<file path="src/nsta_pkg.sv">
// shared types and constants for the nested scope time accumulator
`default_nettype none
package nsta_pkg;
    localparam int ANCHOR_COUNT = 4096;
    localparam int STACK_DEPTH  = 64;
    localparam int AW  = $clog2(ANCHOR_COUNT);
    localparam int SW  = (STACK_DEPTH > 1) ? $clog2(STACK_DEPTH) : 1;
    localparam int LW  = $clog2(STACK_DEPTH + 1);
    localparam int QDEPTH = 2;

    typedef enum logic [1:0] {
        KIND_ENTER = 2'd0,
        KIND_EXIT  = 2'd1,
        KIND_READ  = 2'd2,
        KIND_NONE  = 2'd3
    } kind_t;

    typedef enum logic [1:0] {
        ST_OK    = 2'd0,
        ST_FULL  = 2'd1,
        ST_EMPTY = 2'd2
    } status_t;

    typedef enum logic [2:0] {
        B_CLEAR,
        B_IDLE,
        B_RD_A,
        B_RD_B,
        B_WR_A,
        B_WR_B,
        B_OUT
    } bstate_t;

    // classified command from front to back
    typedef struct packed {
        kind_t          kind;
        logic           ok;
        logic [AW-1:0]  anchor;
        logic [AW-1:0]  parent;
        logic [SW-1:0]  slot;
        logic [63:0]    stamp;
    } cmd_t;
endpackage
`default_nettype wire

</file>
<file path="src/nsta_queue.sv">
// short command queue between front and back
`default_nettype none
module nsta_queue (
    input  wire logic           aclk,
    input  wire logic           aresetn,
    input  wire logic           push,
    input  wire nsta_pkg::cmd_t push_data,
    output logic                full,
    input  wire logic           pop,
    output nsta_pkg::cmd_t      head,
    output logic                nonempty
);
    nsta_pkg::cmd_t mem_reg [nsta_pkg::QDEPTH];
    logic rp_reg, wp_reg;
    logic [1:0] cnt_reg;

    assign full     = cnt_reg == 2'(nsta_pkg::QDEPTH);
    assign nonempty = cnt_reg != '0;
    assign head     = mem_reg[rp_reg];

    always_ff @(posedge aclk) begin
        if (push) mem_reg[wp_reg] <= push_data;
    end

    always_ff @(posedge aclk) begin
        if (!aresetn) begin
            rp_reg <= 1'b0; wp_reg <= 1'b0; cnt_reg <= '0;
        end else begin
            if (push) wp_reg <= !wp_reg;
            if (pop) rp_reg <= !rp_reg;
            cnt_reg <= cnt_reg + 2'(push) - 2'(pop);
        end
    end
endmodule
`default_nettype wire

</file>
<file path="config.mk">
export PLATFORM = sky130hd
export DESIGN_NAME = nsta_queue
export DESIGN_NICKNAME = d
export VERILOG_FILES = /design/src/nsta_pkg.sv /design/src/nsta_queue.sv
export SDC_FILE = /design/constraint.sdc
export NUM_CORES = 1
export LEC_CHECK = 0
export ABC_AREA = 1
export BUFFER_PORTS_ARGS = -buffer_cell sky130_fd_sc_hd__buf_2
export CORE_ASPECT_RATIO = 1.2
export CORE_MARGIN = 5
export CORE_UTILIZATION = 35
export DETAILED_ROUTE_END_ITERATION = 7
export PLACE_DENSITY_LB_ADDON = 0.1
export SYNTH_ARGS = -nofsm -noshare
export SYNTH_HDL_FRONTEND = slang
export SYNTH_SLANG_ARGS = --single-unit
</file>
<file path="constraint.sdc">
create_clock -name aclk -period 14.7 [get_ports aclk]
set_input_delay 1.47 -clock aclk [delete_from_list [all_inputs] [get_ports aclk]]
set_output_delay 1.47 -clock aclk [all_outputs]
set_load 0.1 [all_outputs]
</file>
==> metrics, run 1 <==
Highest Clock Rate=235.0 MHz; Initial DRT Pass Iterations=4; vias in the first global route=roughly 4000; Synthesized Nets=roughly 440; Worst Setup End Kind=primary output; dpl cell area=around 8600 µm²; most instantiated cells after synthesis=edfxtp_1, mux2_2, mux2_4; CTS tree=done; Std-Cell Rows=58; largest net degree at the start of global routing=53; GRT Total Usage=11.88%; Buf/Inv on CP=2; synth warn=0; clk_lat worst skew=0.42 ns; RSZ-0062 raised after global routing=no; worst slew pin tran=0.8473 ns; NumNets Final=~650; cells on worst reg2reg path=3; post-CTS sizing=0; first-pass GRT wire length=about 22000 µm; top-count cell post-synth=edfxtp_1; Critical Path RT=13.23 ns; fin crit share=approximately 29%; # IOs=200; Syn Std Cell Area=between 7000 and 8000 µm²; Crit path max-delay family=buffers and inverters; Power Dens Cells=156.6 nW/µm²; CORE AREA=20830 µm²; die area=between 20000 and 25000 µm²; # DRC=0; worst r2r src=wp_reg$_SDFFE_PN0P_; Root Driver=clkbuf_16; Setup Viol. Count Final=0; clock-pin slew on the worst setup and hold paths=around 0.070 ns; die width=142.2 µm; crit-path cells=buf_4 > mux2_2 > buf_2; slowest stage cell, crit path=dfxtp_4; Final Critical Period=about 4.3 ns; global route total overflow=0; remaining antenna violation count=0; Peak supply drop=~0.07 mV; Final Hold Vio Count=0; final hold slack=a little over 0.5 ns; share of cells above drive strength 1=59.46%; Leakage Power=between 3 and 4 nW; wire per inst=17.16 µm; clk sink count=just under 200; Async S/R FF share, synth=0%; Post-CTS Hold Fix Bufs=0; initial drt markers=between 100 and 150; PortBufs=a little under 200; CTS Buffer Depth=2; post-synth top area share=79.35%; Slew Limit Fails=0; placed insts=roughly 800; crit-path max cell delay=0.76 ns; RD Place Congestion=approximately 0.70; Worst Hold Launch=rp_reg$_SDFFE_PN0P_; setup TNS=0 ns; Vias=3655; WHS Path Cells=2; H-tree Lvls=4; # diodes=0; PnR worst setup slack=10.44 ns; post-route cell area=slightly above 9000 µm²; maxcap violations=0; Placement Setup Slack=approximately 11 ns; synth top area cells=edfxtp_1, mux2_2, mux2_4; Max FO, Critical Path=52; Post-DP HPWL=around 9600 µm; crit path launch type=flip-flop; ys flop type=edfxtp_1; Setup Skew=0.01101 ns; antenna violations before repair=3; CTS Buf Count=17; headroom to the max-slew limit=43.51%; starting density of the core=about a third; register area share after synthesis=80.71%; Cell variety after synth=12; max reg flops=194; Hold WC Path Type=reg2reg; Post-CTS Setup Bufs=0; WP data arrival=2.79 ns; reg2reg setup slack=about 13 ns; Vias/cell=approximately 4.4; area leader, netlist=edfxtp_1; synthesized area per cell=roughly 22 µm²; status=completed; DRT Wirelength=approximately 14000 µm; Setup CP Type=reg2out; Die Y=168.7 µm; Finished Layout Cells=825; flops & latches, synth=just under 200; area grow syn2layout=26.06%; cells after synthesis=335; Post-synth EDFFs=a little under 200; worst r2r dst=mem_reg[1][38]$_DFFE_PP_; number of fill cells=~1900
[metrics by stage]
step                      total power, mW  util (%)
after global routing                1.504     44.44
after floorplan                    0.9225         -
final                               1.449     44.44
after detailed placement           0.9711     41.45
after CTS                           1.470     44.44
after global placement             0.9680     41.45
[cell type report]
type,instances,area [µm²],area share (%)
multi-input combinational,118,1311,14.17
clock buffer,17,425.4,4.596
tap,270,337.8,3.650
sequential,199,5929,64.07
inverter,7,28.78,0.3109
timing repair buffer,203,1026,11.09
clock inverter,11,196.4,2.122
[placed cells by master (no fill, tap or decap)]
cell type / instances
nor2_4: 1
inv_4: 1
buf_2: 199
buf_4: 4
a21oi_1: 1
nand2_1: 9
inv_6: 4
clkinvlp_4: 1
bufinv_16: 5
edfxtp_1: 194
clkinv_1: 1
nor2_1: 7
mux2_2: 67
nand3_1: 1
mux2_4: 30
clkbuf_16: 17
inv_1: 6
dfxtp_1: 4
ha_1: 2
dfxtp_4: 1
[cells by family after synthesis]
family	synth area share [%]
AO/OA/AOI/OAI	0.06810
adder cells (fa/ha/maj)	0.3408
buffers and inverters	1.534
flip-flops	80.71
multiplexers	16.41
AND/OR/NAND/NOR	0.9372
[where the power goes]
part / internal, mW / leakage (nW) / switching (mW)
clock network: 0.300 / 0.300 / 0.195
registers: 0.657 / 1.86 / 0.0104
logic: 0.0564 / 1.38 / 0.231
[worst max-delay path by stage]
stage               startpoint                 endpoint  slack, ns  cells after the start
finish               flip-flop                 head[96]      10.44                      3
detailed placement   flip-flop                 head[60]      10.82                      3
CTS                  flip-flop                 head[60]      10.35                      3
global placement     flip-flop                  head[2]      10.84                      3
global route         flip-flop                  head[2]      10.26                      3
floorplan                 push  mem_reg[0][0]$_DFFE_PP_       8.57                      2
[layer usage]
layer  vias up  share of wire (%)  global-route usage, %
met5         -               0.32                      0
met4         6                1.6                  4.716
li1       1724                  -                      -
met1      1789                 37                  13.44
met2       117                 53                  20.23
met3        19                7.8                  4.465
[worst register-to-register path, delay by kind of cell, from the launching register on]
family,cells,cell delay (ns)
buffers and inverters,2,1.20
AND/OR/NAND/NOR,1,0.12
flip-flops,1,0.39
Note: power is estimated with default switching activity, not from simulation.
==> run 2: changes to the inputs <==
ABC_AREA = 0   (was 1)
clock period = 3.7 ns   (was 14.7 ns; I/O delays follow)
==> run 2 against run 1 <==
Compared with the run above: register-to-register slack lost 11 ns; critical path depth is the same; combinational power grew to 4.6 times the previous value; worst hold slack lost 0.39 ns; clock skew grew 0.0023 ns; final cell count shrank 0.85%; clock power grew to 3.6 times the previous value; via count shrank 1.0%.
==> metrics, run 2 <==
Std-Cell Rows=a little under 60; commonest non-fill, non-tap cell in the layout=buf_2; clk_lat worst skew=0.43 ns; cells after synthesis=between 300 and 400; Slew Limit Fails=0; starting density of the core=35.26%; # diodes=0; synthesized area per cell=approximately 23 µm²; CTS Buf Count=17; initial drt markers=243; DRT Wirelength=14200 µm; NumNets Final=approximately 640; top-count cell post-synth=edfxtp_1; GRT Total Usage=between 10% and 20%; synth top area cells=edfxtp_1, mux2_2, mux2_4; Vias=3617; crit path launch type=flip-flop; # DRC=0; synth warn=0; most instantiated cells after synthesis=edfxtp_1, mux2_2, mux2_4; clock-pin slew on the worst setup and hold paths=roughly 0.080 ns; Setup Skew=roughly 0.013 ns; post-CTS sizing=0; status=completed; Setup CP Type=reg2out; Worst Setup End Kind=primary output; Cell variety after synth=14; RSZ-0062 raised after global routing=no; die area=between 20000 and 25000 µm²; Syn Std Cell Area=7345 µm²; Peak supply drop=~0.3 mV; share of cells above drive strength 1=about three fifths; area leader, netlist=edfxtp_1; ys flop type=edfxtp_1; CTS tree=done; Post-synth EDFFs=~190; crit-path cells=buf_4 > mux2_2 > buf_2; CORE AREA=between 20000 and 25000 µm²; WP data arrival=between 2 and 2.5 ns; Hold WC Path Type=in2reg; flops & latches, synth=between 150 and 200; post-synth top area share=79.32%; Highest Clock Rate=416.6 MHz; post-route cell area=roughly 9200 µm²; max reg flops=approximately 190; Buf/Inv on CP=2; fin crit share=between 60% and 70%; crit-path max cell delay=about 0.49 ns; # IOs=200; Post-DP HPWL=9497 µm; die width=roughly 140 µm; Setup Viol. Count Final=0; worst slew pin tran=roughly 0.74 ns; Crit path max-delay family=buffers and inverters; slowest stage cell, crit path=buf_4; Leakage Power=approximately 3.5 nW; maxcap violations=0; first-pass GRT wire length=approximately 22000 µm; clk sink count=199; global route total overflow=0; headroom to the max-slew limit=50.76%; Post-CTS Setup Bufs=0; RD Place Congestion=approximately 0.7; H-tree Lvls=4; Post-CTS Hold Fix Bufs=0; PortBufs=199; largest net degree at the start of global routing=53; setup TNS=0 ns; Synthesized Nets=about 430; Async S/R FF share, synth=0%; remaining antenna violation count=0; vias in the first global route=just under 4000; antenna violations before repair=2; Root Driver=clkbuf_16; Final Hold Vio Count=0; Die Y=roughly 170 µm; register area share after synthesis=between 80% and 90%; Vias/cell=between 4 and 5; wire per inst=17.35 µm; Power Dens Cells=619.3 nW/µm²; Critical Path RT=about 3.3 ns; Final Critical Period=roughly 2.4 ns; Final Power=5.718 mW; commonest non-fill, non-tap cells in the layout=buf_2, edfxtp_1, mux2_2; CTS Buffer Depth=2; Initial DRT Pass Iterations=4; area grow syn2layout=25.71%; Max FO, Critical Path=45; dpl cell area=about 8700 µm²
[run 2: cell count changes in the layout (fill, tap and decap cells not counted), sizes merged, moves of 2 or more]
cell    change
bufinv      -5
clkinv      +7
nand2       -9
nor2b       +4
inv         -2
and2        +4
nor2        -8
[run 2: kinds of logic after synthesis]
logic type / count (synthesis) / synth area share [%]
adder cells (fa/ha/maj): 2 / 0.3407
multiplexers: 97 / 16.41
AND/OR/NAND/NOR: 9 / 0.7666
flip-flops: 199 / 80.68
XOR/XNOR: 2 / 0.4259
AO/OA/AOI/OAI: 1 / 0.1023
buffers and inverters: 13 / 1.278
[run 2: through the flow]
step           std cells  hold WS [ns]  setup WS (ns)  util [%]
2_1_floorplan        323        0.4689         0.3423         -
3_3_place_gp         786        0.5577          1.739     41.62
3_5_place_dp         786        0.5595          1.735     41.62
4_1_cts              818       0.09499          1.262     44.33
5_1_grt              818       0.09505          1.189     44.33
6_report             818        0.1255          1.300     44.33
[run 2: metal layers]
metal  wire, µm  vias up  global-route usage (%)  share of wire, %
met5         34        -                       0              0.24
met4        239        4                   4.633               1.7
met3       1064       19                   4.888               7.5
met2       7544      113                   20.74                53
met1       5313     1781                   13.17                37
li1           -     1700                       -                 -
[run 2: path summary, 6_finish.rpt]
path / endpoint / slack (ns) / cells past startpoint / startpoint
min reg2reg: flip-flop / 0.57 / 2 / rp_reg$_SDFFE_PN0P_
min: mem_reg[1][63]$_DFFE_PP_ / 0.13 / 1 / push_data[63]
max: head[44] / 1.30 / 3 / flip-flop
max reg2reg: mem_reg[1][53]$_DFFE_PP_ / 1.94 / 2 / wp_reg$_SDFFE_PN0P_
[run 2: worst reg2reg max path, delay by kind of cell, from the launching register on]
kind	cells	cell delay [ns]
buffers and inverters	1	0.38
DFF	1	0.38
and+or+nand+nor	1	0.63
[run 2: where the power goes]
group          internal, mW  total, mW  switching, mW
logic                 0.270       1.33           1.06
clock network         0.891       1.76          0.868
registers              2.60       2.63         0.0291
total                  3.76       5.72           1.95
[run 2: layout make-up]
| class | instances | area [µm²] |
|---|---|---|
| multi-input cells | 111 | 1335 |
| well taps | 270 | 337.8 |
| clock inverters | 15 | 138.9 |
| inverters | 2 | 7.507 |
| fillers | 1876 | 11590 |
| flip-flops and latches | 199 | 5929 |
| repair buffers | 204 | 1059 |
| clock buffers | 17 | 425.4 |
